File: src/rtl/ts_pkg.sv
`default_nettype none
package ts_pkg;

  localparam int TEXEL_DEPTH = 16384;
  localparam int MAX_DIM     = 128;

  localparam int ADDR_W  = $clog2(TEXEL_DEPTH);
  localparam int FA_W    = ADDR_W + 1;
  localparam int DIM_W   = 8;
  localparam int COORD_W = 17;
  localparam int PROD_W  = COORD_W + DIM_W;
  localparam int FRAC_W  = 19;
  localparam int WGT_W   = 2 * FRAC_W;
  localparam int CH_W    = 8;
  localparam int RGB_W   = 24;
  localparam int TERM_W  = WGT_W + CH_W + 1;
  localparam int SUM_W   = TERM_W + 2;

  localparam int QDEPTH  = 8;
  localparam int QPTR_W  = $clog2(QDEPTH);
  localparam int QCNT_W  = QPTR_W + 1;

  localparam int ODEPTH  = 4;
  localparam int OPTR_W  = $clog2(ODEPTH);
  localparam int OCNT_W  = OPTR_W + 1;

  localparam logic [COORD_W-1:0] COORD_ONE = COORD_W'(65536);
  localparam int                 HALF      = 32768;

  localparam logic [1:0] REG_WIDTH  = 2'd0;
  localparam logic [1:0] REG_HEIGHT = 2'd1;
  localparam logic [1:0] REG_MODE   = 2'd2;

  localparam logic MODE_NEAREST  = 1'b0;
  localparam logic MODE_BILINEAR = 1'b1;
  localparam logic KIND_WRITE    = 1'b0;
  localparam logic KIND_SAMPLE   = 1'b1;

  typedef struct packed {
    logic                kind;
    logic [ADDR_W-1:0]   texel_addr;
    logic [RGB_W-1:0]    texel_rgb;
    logic [COORD_W-1:0]  coord_u;
    logic [COORD_W-1:0]  coord_v;
  } in_item_t;

  typedef struct packed {
    logic [CH_W-1:0] red_out;
    logic [CH_W-1:0] green_out;
    logic [CH_W-1:0] blue_out;
  } out_item_t;

  typedef struct packed {
    logic [DIM_W-1:0] width;
    logic [DIM_W-1:0] height;
    logic             mode;
  } ts_cfg_t;

  typedef struct packed {
    logic                     is_write;
    logic [ADDR_W-1:0]        waddr;
    logic [RGB_W-1:0]         wdata;
    logic [FA_W-1:0]          a_tl;
    logic [FA_W-1:0]          a_tr;
    logic [FA_W-1:0]          a_bl;
    logic [FA_W-1:0]          a_br;
    logic signed [FRAC_W-1:0] fu;
    logic signed [FRAC_W-1:0] omfu;
    logic signed [FRAC_W-1:0] fv;
    logic signed [FRAC_W-1:0] omfv;
  } q_entry_t;

  typedef struct packed {
    logic [QCNT_W-1:0] count;
    logic              empty;
  } q_status_t;

endpackage
`default_nettype wire

File: src/rtl/ts_front.sv
`default_nettype none
module ts_front
  import ts_pkg::*;
(
  input  wire logic      clk,
  input  wire logic      rst_n,
  input  wire logic      push,
  input  wire in_item_t  in_data,
  output logic           full,
  input  wire ts_cfg_t   cfg,
  input  wire q_status_t q_stat,
  output logic           q_push,
  output q_entry_t       q_entry
);

  typedef struct packed {
    logic [6:0]               corner;
    logic signed [FRAC_W-1:0] frac;
    logic signed [FRAC_W-1:0] omf;
  } axis_t;

  // Corner and signed fraction along one axis; nearest mode keeps the
  // truncated texel and a zero fraction so the back end sees full weight.
  function automatic axis_t axis_calc(logic [PROD_W-1:0] prod, logic [DIM_W-1:0] dim,
                                      logic mode);
    logic signed [PROD_W:0] p;
    logic signed [PROD_W:0] f;
    logic [7:0]             c;
    logic [DIM_W-1:0]       lim;
    axis_t                  r;
    p   = $signed({1'b0, prod}) - $signed((PROD_W+1)'(HALF));
    lim = dim - 8'd2;
    if (mode == MODE_NEAREST) begin
      c      = prod[23:16];
      r.frac = '0;
    end else begin
      c = p[PROD_W] ? 8'd0 : p[23:16];
      if (c > lim) c = lim;
      f      = p - $signed({2'b00, c, 16'h0000});
      r.frac = f[FRAC_W-1:0];
    end
    r.omf    = $signed(FRAC_W'(65536)) - r.frac;
    r.corner = c[6:0];
    return r;
  endfunction

  logic                accept;
  logic [COORD_W-1:0]  us, vs;
  logic [DIM_W-1:0]    mw, mh;
  logic [3:0]          inflight;

  logic                a_valid_r;
  logic                a_kind_r, a_mode_r;
  logic [ADDR_W-1:0]   a_waddr_r;
  logic [RGB_W-1:0]    a_wdata_r;
  logic [DIM_W-1:0]    a_w_r, a_h_r;
  logic [PROD_W-1:0]   a_pu_r, a_pv_r;

  logic                b_valid_r;
  q_entry_t            b_entry_r, b_entry_nxt;
  axis_t               ax_u, ax_v;
  logic [FA_W-1:0]     tl;

  assign inflight = q_stat.count + QCNT_W'(a_valid_r) + QCNT_W'(b_valid_r);
  assign full     = (inflight >= QCNT_W'(QDEPTH));
  assign accept   = push && !full;

  assign us = (in_data.coord_u > COORD_ONE) ? COORD_ONE : in_data.coord_u;
  assign vs = (in_data.coord_v > COORD_ONE) ? COORD_ONE : in_data.coord_v;
  assign mw = (cfg.mode == MODE_NEAREST) ? cfg.width - 8'd1 : cfg.width;
  assign mh = (cfg.mode == MODE_NEAREST) ? cfg.height - 8'd1 : cfg.height;

  always_ff @(posedge clk) begin
    if (!rst_n) begin
      a_valid_r <= 1'b0;
    end else begin
      a_valid_r <= accept;
    end
    if (accept) begin
      a_kind_r  <= in_data.kind;
      a_mode_r  <= cfg.mode;
      a_waddr_r <= in_data.texel_addr;
      a_wdata_r <= in_data.texel_rgb;
      a_w_r     <= cfg.width;
      a_h_r     <= cfg.height;
      a_pu_r    <= PROD_W'(us) * PROD_W'(mw);
      a_pv_r    <= PROD_W'(vs) * PROD_W'(mh);
    end
  end

  // In nearest mode all four reads point at the one texel, so the corners
  // with zero weight never touch entries that were not written.
  always_comb begin
    ax_u = axis_calc(a_pu_r, a_w_r, a_mode_r);
    ax_v = axis_calc(a_pv_r, a_h_r, a_mode_r);
    tl   = FA_W'(FA_W'(ax_v.corner) * FA_W'(a_w_r)) + FA_W'(ax_u.corner);
    b_entry_nxt.is_write = (a_kind_r == KIND_WRITE);
    b_entry_nxt.waddr    = a_waddr_r;
    b_entry_nxt.wdata    = a_wdata_r;
    b_entry_nxt.a_tl     = tl;
    if (a_mode_r == MODE_NEAREST) begin
      b_entry_nxt.a_tr = tl;
      b_entry_nxt.a_bl = tl;
      b_entry_nxt.a_br = tl;
    end else begin
      b_entry_nxt.a_tr = tl + FA_W'(1);
      b_entry_nxt.a_bl = tl + FA_W'(a_w_r);
      b_entry_nxt.a_br = tl + FA_W'(a_w_r) + FA_W'(1);
    end
    b_entry_nxt.fu       = ax_u.frac;
    b_entry_nxt.omfu     = ax_u.omf;
    b_entry_nxt.fv       = ax_v.frac;
    b_entry_nxt.omfv     = ax_v.omf;
  end

  always_ff @(posedge clk) begin
    if (!rst_n) begin
      b_valid_r <= 1'b0;
    end else begin
      b_valid_r <= a_valid_r;
    end
    if (a_valid_r) begin
      b_entry_r <= b_entry_nxt;
    end
  end

  assign q_push  = b_valid_r;
  assign q_entry = b_entry_r;

endmodule
`default_nettype wire

File: config.mk
export PLATFORM = sky130hd
export DESIGN_NAME = ts_front
export DESIGN_NICKNAME = d
export VERILOG_FILES = /design/src/rtl/ts_pkg.sv /design/src/rtl/ts_front.sv
export SDC_FILE = /design/constraint.sdc
export NUM_CORES = 1
export LEC_CHECK = 0
export ABC_AREA = 1
export BUFFER_PORTS_ARGS = -buffer_cell sky130_fd_sc_hd__buf_2
export CAP_MARGIN = 40
export CELL_PAD_IN_SITES_DETAIL_PLACEMENT = 1
export CELL_PAD_IN_SITES_GLOBAL_PLACEMENT = 1
export CORE_MARGIN = 2
export CORE_UTILIZATION = 50
export DETAILED_ROUTE_END_ITERATION = 10
export PLACE_DENSITY = 0.9
export REMOVE_ABC_BUFFERS = 1
export SYNTH_ARGS = -nofsm -noshare
export SYNTH_HDL_FRONTEND = slang
export SYNTH_SLANG_ARGS = --single-unit
File: constraint.sdc
create_clock -name clk -period 19 [get_ports clk]
set_input_delay 0.95 -clock clk [delete_from_list [all_inputs] [get_ports clk]]
set_output_delay 0.95 -clock clk [all_outputs]
set_load 0.02 [all_outputs]
==> results.ini <==
[cts]
clockBufferDepth = 3
postCtsSetupRepairBufs = 0
cts_tree = built
cts.sinks = 281
cts_root_buf = clkbuf_16
numCtsBuffers = 27
cts_resized = 0
clkTransAtPathRegs_ns = 0.07
cts_hold_buf = 0
htreeDepth = 1
clkLatencyLatePin_ns = 0.57

[setup_path]
worst_ep_arrival_time_ns = 9.45
crit_slowest_cell = fa_1
required_ns = 19.32
worst_setup_path_start_kind = flop
path_class = reg -> reg
cpPeakStageDelay_ns = 0.52
reg2regPathDepth = 46
cp_common_cell = nand2_1
worst_setup_path_end_kind = flop
cp_max_fo = 10

[timing]
hold_viol_final = 0
fmax_ghz = 0.110
clock_skew_ns = 0.0101
drv_slew = 0
setup_viol = 0
relSlewSlack_pct = 40.4
timing.hold.ws_ns = 0.420
period_needed_ns = 9.13
tightest_slew_ns = 0.890
post-route-period-util_pct = 48.1
post-route-worst-setup-slack_ns = 9.87
tns_ns = 0
rsz0062_at_grt = no

[synth]
async_flop_share_pct = 0
ys_ff_latch = 281
ys_warn_count = 0
avgSynthCellArea_um2 = 9.47
yosysTopAreaCell = edfxtp_1
synthTopCellsByArea = edfxtp_1 (36%), fa_1 (19%), ha_1 (8.8%)
synthFlopType = edfxtp_1
yosys.area.top_type_share_pct = 36.3
synth_edf_count = 279
synthCells = 2435
synth.distinct_cells = 53
synth_area_um2 = 23100
synth_seq_area_share_pct = 36.5

[floorplanning]
fp.coreArea_um2 = 45500
fp.dieArea_um2 = 47900
die_w_um = 219
fp.dieH_um = 219
pin_count = 275
rows = 78
initial_core_util_pct = 50.7

[power]
power.leakage_nw = 12.5
vdd_drop_max_uv = 276
p_per_area_nw_per_um2 = 189

[route]
drtAntennaViolNets = 0
drcViolationCount = 0
vias = 17900
wl_per_cell_um = 19.5
routed_wl_um = 65100
drtIter0Drc = 1058
viasPerCell = 5.37
drt-pass1-iter-count = 5

[layout]
num_antenna_cells = 0
stdcell_area_um2 = 26100
fillers = 5294
layout.nets = 3196
layout-drive-gt1-share_pct = 14.7
layout_commonest_cell = inv_1
area_delta_synth_final_pct = 13.2
layout_common_cells = inv_1 (476), nand2_1 (461), nor2_1 (292)

[global_routing]
grt_max_degree = 77
grt_usage_pct = 27.3
grt-ovfl-total = 0
antenna_found_initial = 0
grt_pass1_wl_um = 103000
grt_pass1_vias = 20000

[run_status]
status = completed

[placed_design]
gp_congestion = 0.890
io_buffers = 273
place_area_um2 = 25100
hpwl_um = 51300
dp_slack_ns = 10.07

[hold_path]
hold-path-cell-count = 0
hp-class = reg -> reg

[job]
max-cap-violations = 0

sequential cells by signal, summed over array words and instances (netlist names):
register   cells
a_h_r          8
a_kind_r       1
a_mode_r       1
a_pu_r        25
a_pv_r        25
a_valid_r      1
a_w_r          8
a_waddr_r     14
a_wdata_r     24
q_entry      173
q_push         1
synth_stat cells, types with 5 or more instances:
cell type  instances
a21o_1             7
a21oi_1           80
a31oi_1            7
buf_2              6
clkbuf_1          22
edfxtp_1         279
fa_1             220
ha_1             162
inv_1            476
inv_2              6
nand2_1          461
nand2_2           20
nand2_4            5
nand3_1           59
nand3_2            6
nand4_1           27
nor2_1           293
nor3_1            14
nor3_2             5
nor3_4             9
nor4_1             7
o21ai_0           74
o21ai_1           12
or2_2              9
xnor2_1           35
xor2_1            81
worst paths after layout:
path	start	end	slack [ns]
worst max register to register	a_pv_r[17]$_DFFE_PP_	q_entry[90]$_DFFE_PP_	9.87
worst min register to register	a_wdata_r[20]$_DFFE_PP_	q_entry[156]$_DFFE_PP_	0.42
worst max-delay path	a_pv_r[17]$_DFFE_PP_	q_entry[90]$_DFFE_PP_	9.87
worst min-delay path	a_wdata_r[20]$_DFFE_PP_	q_entry[156]$_DFFE_PP_	0.42
kinds of logic (layout without fill, tap and decap cells):
kind of cell / Yosys count / after routing / synth area share (%)
buffers and inverters: 519 / 821 / 8.67
xor gates and xnor gates: 118 / 118 / 4.55
AOI/OAI and AO/OA: 200 / 200 / 4.73
adders and majority gates: 382 / 382 / 27.9
and+or+nand+nor: 935 / 935 / 17.7
DFF: 281 / 281 / 36.5
worst max-delay path, delay by kind of cell (launching register included):
family | cells | cell delay [ns]
AOI/OAI and AO/OA | 6 | 1.37
DFF | 1 | 0.47
xor gates and xnor gates | 2 | 0.62
adders and majority gates | 7 | 3.05
buffers and inverters | 7 | 0.50
and+or+nand+nor | 24 | 2.85
routing by layer:
metal	vias up	wire, µm	GRT usage [%]
met4	0	2390	10.4
met5	-	0	0
li1	8258	-	-
met1	9002	25800	32.5
met3	152	2500	2.20
met2	510	34400	51.1
per-stage QoR:
| stage | power [mW] | util (%) | instances |
|---|---|---|---|
| 2_1_floorplan | 3.46 | - | 2401 |
| 4_1_cts | 4.92 | 57.3 | 3335 |
| 6_report | 4.95 | 57.4 | 3337 |
| 3_3_place_gp | 4.04 | 55.2 | 3284 |
| 5_1_grt | 5.39 | 57.4 | 3337 |
| 3_5_place_dp | 4.30 | 55.2 | 3285 |
report_power, final:
| group | switching, mW | total, mW | internal [mW] | leakage, nW |
|---|---|---|---|---|
| sequential | 0.0400 | 0.993 | 0.953 | 2.60 |
| clock | 0.242 | 0.574 | 0.332 | 0.449 |
| combinational | 2.32 | 3.38 | 1.06 | 9.50 |
| total | 2.60 | 4.95 | 2.34 | 12.5 |
area by class of cell:
type	instances	area (µm²)	area share, %
Clock buffer	32	694	2.66
Clock inverter	18	238	0.911
Inverter	485	1830	6.99
Multi-Input combinational cell	1635	12600	48.5
Sequential cell	281	8420	32.3
Tap cell	600	751	2.88
Timing Repair Buffer	286	1520	5.84
Power figures use the tool's default switching activity.
