## src/rtl/ts_pkg.sv

```systemverilog
`default_nettype none
package ts_pkg;

  localparam int TEXEL_DEPTH = 16384;
  localparam int MAX_DIM     = 128;

  localparam int ADDR_W  = $clog2(TEXEL_DEPTH);
  localparam int FA_W    = ADDR_W + 1;
  localparam int DIM_W   = 8;
  localparam int COORD_W = 17;
  localparam int PROD_W  = COORD_W + DIM_W;
  localparam int FRAC_W  = 19;
  localparam int WGT_W   = 2 * FRAC_W;
  localparam int CH_W    = 8;
  localparam int RGB_W   = 24;
  localparam int TERM_W  = WGT_W + CH_W + 1;
  localparam int SUM_W   = TERM_W + 2;

  localparam int QDEPTH  = 8;
  localparam int QPTR_W  = $clog2(QDEPTH);
  localparam int QCNT_W  = QPTR_W + 1;

  localparam int ODEPTH  = 4;
  localparam int OPTR_W  = $clog2(ODEPTH);
  localparam int OCNT_W  = OPTR_W + 1;

  localparam logic [COORD_W-1:0] COORD_ONE = COORD_W'(65536);
  localparam int                 HALF      = 32768;

  localparam logic [1:0] REG_WIDTH  = 2'd0;
  localparam logic [1:0] REG_HEIGHT = 2'd1;
  localparam logic [1:0] REG_MODE   = 2'd2;

  localparam logic MODE_NEAREST  = 1'b0;
  localparam logic MODE_BILINEAR = 1'b1;
  localparam logic KIND_WRITE    = 1'b0;
  localparam logic KIND_SAMPLE   = 1'b1;

  typedef struct packed {
    logic                kind;
    logic [ADDR_W-1:0]   texel_addr;
    logic [RGB_W-1:0]    texel_rgb;
    logic [COORD_W-1:0]  coord_u;
    logic [COORD_W-1:0]  coord_v;
  } in_item_t;

  typedef struct packed {
    logic [CH_W-1:0] red_out;
    logic [CH_W-1:0] green_out;
    logic [CH_W-1:0] blue_out;
  } out_item_t;

  typedef struct packed {
    logic [DIM_W-1:0] width;
    logic [DIM_W-1:0] height;
    logic             mode;
  } ts_cfg_t;

  typedef struct packed {
    logic                     is_write;
    logic [ADDR_W-1:0]        waddr;
    logic [RGB_W-1:0]         wdata;
    logic [FA_W-1:0]          a_tl;
    logic [FA_W-1:0]          a_tr;
    logic [FA_W-1:0]          a_bl;
    logic [FA_W-1:0]          a_br;
    logic signed [FRAC_W-1:0] fu;
    logic signed [FRAC_W-1:0] omfu;
    logic signed [FRAC_W-1:0] fv;
    logic signed [FRAC_W-1:0] omfv;
  } q_entry_t;

  typedef struct packed {
    logic [QCNT_W-1:0] count;
    logic              empty;
  } q_status_t;

endpackage
`default_nettype wire

```

## src/rtl/ts_queue.sv

```systemverilog
`default_nettype none
module ts_queue
  import ts_pkg::*;
(
  input  wire logic     clk,
  input  wire logic     rst_n,
  input  wire logic     q_push,
  input  wire q_entry_t q_in,
  input  wire logic     q_pop,
  output q_entry_t      q_head,
  output q_status_t     q_stat
);

  q_entry_t          slot_r [QDEPTH];
  logic [QPTR_W-1:0] wr_ptr_r, rd_ptr_r;
  logic [QCNT_W-1:0] cnt_r;

  always_ff @(posedge clk) begin
    if (!rst_n) begin
      wr_ptr_r <= '0;
      rd_ptr_r <= '0;
      cnt_r    <= '0;
    end else begin
      if (q_push) wr_ptr_r <= wr_ptr_r + QPTR_W'(1);
      if (q_pop) rd_ptr_r <= rd_ptr_r + QPTR_W'(1);
      cnt_r <= cnt_r + QCNT_W'(q_push) - QCNT_W'(q_pop);
    end
    if (q_push) slot_r[wr_ptr_r] <= q_in;
  end

  assign q_head       = slot_r[rd_ptr_r];
  assign q_stat.count = cnt_r;
  assign q_stat.empty = (cnt_r == '0);

endmodule
`default_nettype wire

```

## config.mk

```make
export PLATFORM = sky130hd
export DESIGN_NAME = ts_queue
export DESIGN_NICKNAME = d
export VERILOG_FILES = /design/src/rtl/ts_pkg.sv /design/src/rtl/ts_queue.sv
export SDC_FILE = /design/constraint.sdc
export NUM_CORES = 1
export LEC_CHECK = 0
export BUFFER_PORTS_ARGS = -buffer_cell sky130_fd_sc_hd__buf_2
export CORE_MARGIN = 5
export CORE_UTILIZATION = 35
export CTS_CLUSTER_DIAMETER = 120
export DETAILED_ROUTE_END_ITERATION = 12
export GPL_ROUTABILITY_DRIVEN = 1
export PLACE_DENSITY = 0.62
export SYNTH_ARGS = -nofsm -noshare
export SYNTH_HDL_FRONTEND = slang
export SYNTH_SLANG_ARGS = --single-unit
```

## constraint.sdc

```tcl
create_clock -name clk -period 21.8 [get_ports clk]
set_input_delay 5.45 -clock clk [delete_from_list [all_inputs] [get_ports clk]]
set_output_delay 5.45 -clock clk [all_outputs]
set_load 0.005 [all_outputs]
```

==> results of run 1 <==
flip-flops by register name, summed over array words and instances (netlist names), named ones only:
register,flops
slot_r,1400
cnt_r,4
rd_ptr_r,3
wr_ptr_r,3
through the flow:
stage / total power [uW] / instances / instance area [sq um] / utilization [%]
finish: 6000 / 4708 / 62100 / 41.0
global route: 6230 / 4692 / 62100 / 41.0
CTS: 6090 / 4691 / 62100 / 41.0
detailed placement: 3590 / 4425 / 57300 / 37.8
global placement: 3580 / 4425 / 57300 / 37.8
floorplan: 3420 / 2089 / 53100 / -
metal layers:
| layer | track usage, % | vias to the layer above | wire [um] |
|---|---|---|---|
| met1 | 18.2 | 12605 | 46600 |
| met3 | 4.21 | 174 | 7920 |
| met2 | 23.5 | 611 | 56400 |
| met4 | 3.74 | 34 | 2080 |
| li1 | - | 9941 | - |
| met5 | 0 | - | 214 |
layout make-up:
class                      instances  area [sq um]  area share [%]
multi-input combinational        571         10200            16.5
timing repair buffer             404          2150            3.46
inverter                           7          26.3          0.0423
tap                             2030          2540            4.09
sequential                      1413         42300            68.1
antenna                           17          42.5          0.0685
clock inverter                    78           812            1.31
clock buffer                     188          4010            6.46
power breakdown:
group          switching [uW]  total, uW  internal (uW)
clock network            1000       2470           1470
logic                     226        438            212
registers                24.7       3090           3060
total                    1250       6000           4750
final timing paths:
path / startpoint / end / cells after the start
hold / removal: rd_ptr_r[1]$_SDFFE_PN0P_ / register / 2
hold reg to reg: rd_ptr_r[1]$_SDFFE_PN0P_ / register / 2
setup reg to reg: wr_ptr_r[0]$_SDFFE_PN0P_ / slot_r[5][138]$_DFFE_PP_ / 5
setup / recovery: register / q_head[106] / 6
cells in the final DEF (no fill, tap or decap):
cell type / n
clkbuf_16: 155
nor2_4: 6
clkinvlp_4: 6
dfxtp_1: 10
xnor2_1: 3
inv_6: 5
edfxtp_1: 1400
clkinv_2: 23
mux4_2: 350
buf_12: 1
a21o_1: 1
dfxtp_4: 3
clkinv_1: 22
nand2b_1: 4
nor2b_1: 3
xor2_1: 2
bufinv_16: 14
nand2_1: 5
inv_8: 2
buf_4: 45
clkbuf_1: 32
mux2i_1: 3
fa_1: 1
ha_1: 7
and3_1: 1
clkbuf_8: 1
clkinv_4: 2
and2_1: 7
inv_1: 7
clkinv_8: 4
a21oi_1: 1
buf_2: 358
nor3_2: 2
diode_2: 17
mux2_2: 175
worst register-to-register path: stages (launching register included):
cell,delay (ns)
dfxtp_1,0.47
nand2b_1,0.21
nor2_4,0.11
buf_4,0.54
buf_4,0.84
buf_4,0.90
cell families after synthesis:
group / count (synthesis)
and+or+nand+nor: 28
buffers and inverters: 105
adders and majority gates: 8
DFF: 1413
AOI/OAI and AO/OA: 2
muxes: 528
xor gates and xnor gates: 5
==> out/metrics.csv, run 1 <==
metric,value,unit
total grt overflow,0,
"Clk Latency, worst-skew pair",0.76,ns
DIE AREA,160000,sq um
gr usage total,14.1,%
Residual DRC,0,
Synth Area in Adders,0.202,%
Detailed Routing Iterations Pass 1,4,
setup ws final,11.00,ns
Peak Freq,0.0926,GHz
CTS Hold Bufs,0,
Synthesized Nets,2276,
synthesized area per cell,25.4,sq um
Synth Register Bits,1413,
reg-to-reg setup timing slack,18.31,ns
mux cell area share after synthesis,18.6,%
Num CTS Buffers,150,
hold_ws,0.565,ns
root buf cell,clkbuf_16,
port buffer count,358,
clk_skew,0.0171,ns
Max Slew Vio Count,0,
fin crit period,10.80,ns
pin count of the biggest net entering global routing,103,
"Reg clk slew, reported paths",0.06,ns
GPL Wtd Cong,0.699,
Filler cells,13072,
Nets,2734,
"top cells by area, synth","edfxtp_1, mux4_2, mux2_2",
TritonCTS clock tree,yes,
crit path kind,register to output port,
most numerous cell in the Yosys netlist,edfxtp_1,
pre-CTS setup slack,11.63,ns
global-route wire length before repair,167000,um
initial antenna violation count,37,
share of cells above drive strength 1,43.3,%
CP Max Fanout,75,
critical path's slowest cell,buf_4,
Critical Path Max Stage Delay,0.92,ns
"Hold Vio Cnt, Final",0,
Worst setup SP type,register,
area share of the largest cell type after synthesis,79.1,%
"most used cell, CP",buf_4,
vias in the first global route,25703,
Max VDD drop,72.5,uV
# Post-CTS Setup Buffers,0,
drt via density,4.96,
area grow syn2layout,16.9,%
compound-cell area share of the yosys netlist,0.0235,%
Via Count,23365,
starting density of the core,35.1,%
Crit. End Element,output port,
post-synthesis cell type count,23,
wire per inst,24.0,um
async set or reset register ratio after synthesis,0,%
status,"finished, final reports clean",
Slew headroom,22.2,%
Slew @ Worst Pin,1.17,ns
clk sinks,1413,
top post-synthesis cells by count,"edfxtp_1, mux4_2, mux2_2",
io pins,359,
Detail Route Antenna Nets,0,
top cell type by total area after synthesis,edfxtp_1,
crit share post-route,49.5,%
total routed wirelength,113000,um
clock buffer depth,3,
RSZ-0062 raised after global routing,false,
Chip Width,400,um
"Buf+Inv Stages, Crit Path",4,
FP Rows,143,
setup total negative slack,0,ns
"CP delay by family, top",buffers and inverters,
Cells after Synth,2089,
Post-synth EDFFs,1400,
Cell Pwr Density,96.5,nW/um^2
PostCTS Resize Cnt,0,
Worst Hold Class,register to register,
1st-iter DRT viols,1541,
yosys warns,0,
critical-path cell list,"buf_4, buf_4, buf_4, mux4_2, mux2_2, buf_2",
Post-Synth XOR/XNOR Area,0.0824,%
Post-DP HPWL,61800,um
htree depth,4,
largest family of logic cells by synthesized area,multiplexers,
final setup violation count,0,
die height,400,um
max-cap viol count,0,
simple-gate share of the synthesized area,0.273,%
Worst Path Required,16.35,ns
critical path arrival,5.35,ns
Main synth FF type,edfxtp_1,
Leakage,0.0195,uW
"Cell Area, Synth",53100,sq um
Core Area,152000,sq um
sequential area share after synthesis,79.6,%
(Power assumes the default switching activity.)
==> run 2, diff against run 1 <==
--- a/config.mk
+++ b/config.mk
@@ -5,13 +5,14 @@
 export SDC_FILE = /design/constraint.sdc
 export NUM_CORES = 1
 export LEC_CHECK = 0
+export ABC_AREA = 1
 export BUFFER_PORTS_ARGS = -buffer_cell sky130_fd_sc_hd__buf_2
 export CORE_MARGIN = 5
 export CORE_UTILIZATION = 35
 export CTS_CLUSTER_DIAMETER = 120
 export DETAILED_ROUTE_END_ITERATION = 12
 export GPL_ROUTABILITY_DRIVEN = 1
-export PLACE_DENSITY = 0.62
+export PLACE_DENSITY = 0.64
 export SYNTH_ARGS = -nofsm -noshare
 export SYNTH_HDL_FRONTEND = slang
 export SYNTH_SLANG_ARGS = --single-unit
==> constraint.sdc (replaced) <==
create_clock -name clk -period 8.8 [get_ports clk]
set_input_delay 2.2 -clock clk [delete_from_list [all_inputs] [get_ports clk]]
set_output_delay 2.2 -clock clk [all_outputs]
set_load 0.005 [all_outputs]
==> out/metrics.csv, run 2 <==
metric,value,unit,change
total grt overflow,0,,unchanged
Cell Pwr Density,218,nW/um^2,+130%
crit share post-route,71.4,%,
pin count of the biggest net entering global routing,251,,+140%
global-route wire length before repair,225000,um,+35%
Worst setup SP type,register,,
Core Area,176000,sq um,+16%
Peak Freq,0.159,GHz,
DIE AREA,185000,sq um,+16%
Synth Register Bits,1413,,unchanged
Top Registers,"slot_r x1400, cnt_r x4",,
most numerous cell in the Yosys netlist,nand2_1,,
Slew headroom,25.3,%,+3.1 points
clock buffer depth,3,,unchanged
most frequent cells in the layout,"nand2_1, inv_1, edfxtp_1, nand3_1, buf_2",,
area grow syn2layout,13.9,%,
total routed wirelength,148000,um,+31%
Max VDD drop,189,uV,+160%
top cell type by total area after synthesis,edfxtp_1,,
Nets,6598,,+140%
clk sinks,1413,,unchanged
initial antenna violation count,53,,+43%
Slew @ Worst Pin,1.12,ns,-0.0465 ns
synthesized area per cell,10.1,sq um,-60%
"top cells by area, synth","edfxtp_1, nand2_1, inv_1",,
1st-iter DRT viols,2852,,+85%
"Hold Vio Cnt, Final",0,,unchanged
FP Rows,154,,+7.7%
status,"finished, final reports clean",,
pre-CTS setup slack,3.30,ns,-8.33 ns
critical path's slowest cell,dfxtp_4,,
Post-synth EDFFs,1400,,unchanged
Detail Route Antenna Nets,0,,unchanged
area share of the largest cell type after synthesis,68.2,%,-11 points
Main synth FF type,edfxtp_1,,
"Clk Latency, worst-skew pair",0.77,ns,about the same
fin crit period,6.29,ns,
Worst Hold Class,register to register,,
Leakage,0.0319,uW,+64%
Worst Path Required,6.60,ns,-9.75 ns
final core utilization,40.0,%,-1.0 points
Post-DP HPWL,74000,um,+20%
Via Count,39952,,+71%
reg-to-reg setup timing slack,5.98,ns,-12.33 ns
"Reg clk slew, reported paths",0.06,ns,about the same
vias in the first global route,38511,,+50%
final setup violation count,0,,unchanged
htree depth,4,,unchanged
top post-synthesis cells by count,"nand2_1, inv_1, edfxtp_1",,
critical-path cell list,"buf_12, buf_12, nand2_1, nand3_1, nand2_1, nand2_1, nand2_1, buf_2",,
port buffer count,358,,unchanged
crit path kind,register to output port,,
Num CTS Buffers,155,,+3.3%
TritonCTS clock tree,yes,,
PostCTS Resize Cnt,0,,unchanged
io pins,359,,unchanged
min-delay src,wr_ptr_r[0]$_SDFFE_PN0P_,,
"Cell Area, Synth",61700,sq um,+16%
Filler cells,16680,,+28%
max reg flops,1400,,unchanged
drt via density,4.49,,-9.6%
Residual DRC,0,,unchanged
Crit. End Element,output port,,
Chip Width,430,um,+7.5%
Synthesized Nets,6316,,+180%
"commonest non-fill, non-tap cell in the layout",nand2_1,,
Max Slew Vio Count,0,,unchanged
wire per inst,16.6,um,-31%
root buf cell,clkbuf_16,,
Detailed Routing Iterations Pass 1,6,,+2
GPL Wtd Cong,0.725,,+3.7%
async set or reset register ratio after synthesis,0,%,unchanged
post-synthesis cell type count,19,,-17%
# Post-CTS Setup Buffers,0,,unchanged
starting density of the core,35.1,%,about the same
Cells after Synth,6129,,+190%
setup total negative slack,0,ns,unchanged
share of cells above drive strength 1,9.46,%,-34 points
CTS Hold Bufs,0,,unchanged
R2R Path Start,wr_ptr_r[0]$_SDFFE_PN0P_,,
die height,430,um,+7.5%
"Most flops, register",slot_r,,
yosys warns,0,,unchanged
CP Max Fanout,214,,+190%
max-cap viol count,0,,unchanged
gr usage total,15.7,%,+1.6 points
critical path arrival,4.09,ns,-1.26 ns
setup ws final,2.51,ns,-8.49 ns
RSZ-0062 raised after global routing,false,,
clk_skew,0.0185,ns,+0.00142 ns
"most used cell, CP",nand2_1,,
Critical Path Max Stage Delay,1.01,ns,+0.09 ns
sequential area share after synthesis,68.6,%,-11 points
==> run 2: changes by cell type after synthesis, sizes merged, moves of 19 or more <==
cell | previous run | this run
buf | 59 | 251
clkbuf | 39 | 20
mux2 | 175 | 0
nand2 | 5 | 2288
mux4 | 350 | 0
inv | 7 | 1418
nand3 | 0 | 702
==> run 2: through the flow <==
step                power [uW]  instance area, sq um  instances  hold slack [ns]
finish                   15300                 70200       8903            0.503
global route             16000                 70200       8893            0.552
CTS                      15500                 70200       8875            0.507
detailed placement        9270                 65300       8594            0.498
global placement          9240                 65300       8594            0.484
floorplan                 8730                 61700       6129            0.469
==> run 2: per-layer routing <==
| metal | GRT usage, % | vias to the layer above | routed length [um] |
|---|---|---|---|
| met5 | 0 | - | 57 |
| met4 | 6.66 | 10 | 5440 |
| met3 | 2.73 | 286 | 7640 |
| met2 | 27.0 | 1009 | 72600 |
| met1 | 19.6 | 19029 | 62400 |
| li1 | - | 19618 | - |
==> run 2: worst max-delay path: cells and delay by family (launching register included) <==
family | cells | cell delay [ns]
flip-flops | 1 | 1.01
buffers and inverters | 3 | 1.36
AND/OR/NAND/NOR | 5 | 0.49
==> run 2: final timing paths <==
kind	endpoint	cells past startpoint
hold / removal	wr_ptr_r[0]$_SDFFE_PN0P_	2
setup reg to reg	slot_r[7][119]$_DFFE_PP_	4
setup / recovery	q_head[97]	8
hold reg to reg	wr_ptr_r[0]$_SDFFE_PN0P_	2
==> run 2: cell families (layout without fill, tap and decap cells) <==
kind of cell	Yosys count	in the layout	share of synthesized area, %
AND/OR/NAND/NOR	3007	3007	19.7
XOR/XNOR	1	1	0.0142
AO/OA/AOI/OAI	11	11	0.0893
buffers and inverters	1689	2095	11.4
adder cells (fa/ha/maj)	8	8	0.175
other	0	28	0
flip-flops	1413	1413	68.6
==> run 2: area by class of cell <==
type,count,area [sq um],share of cell area (%)
Clock inverter,87,763,1.09
Clock buffer,194,4090,5.82
Inverter,1418,5360,7.63
Sequential cell,1413,42300,60.2
Multi-Input combinational cell,3027,12400,17.7
Tap cell,2340,2930,4.17
Antenna cell,28,70.1,0.0998
Timing Repair Buffer,396,2310,3.30
==> run 2: where the power goes <==
group | switching [uW] | internal (uW) | leakage (uW)
clock | 2630 | 3570 | 0.00235
sequential | 50.9 | 7560 | 0.0128
combinational | 1040 | 453 | 0.0167
total | 3720 | 11600 | 0.0319
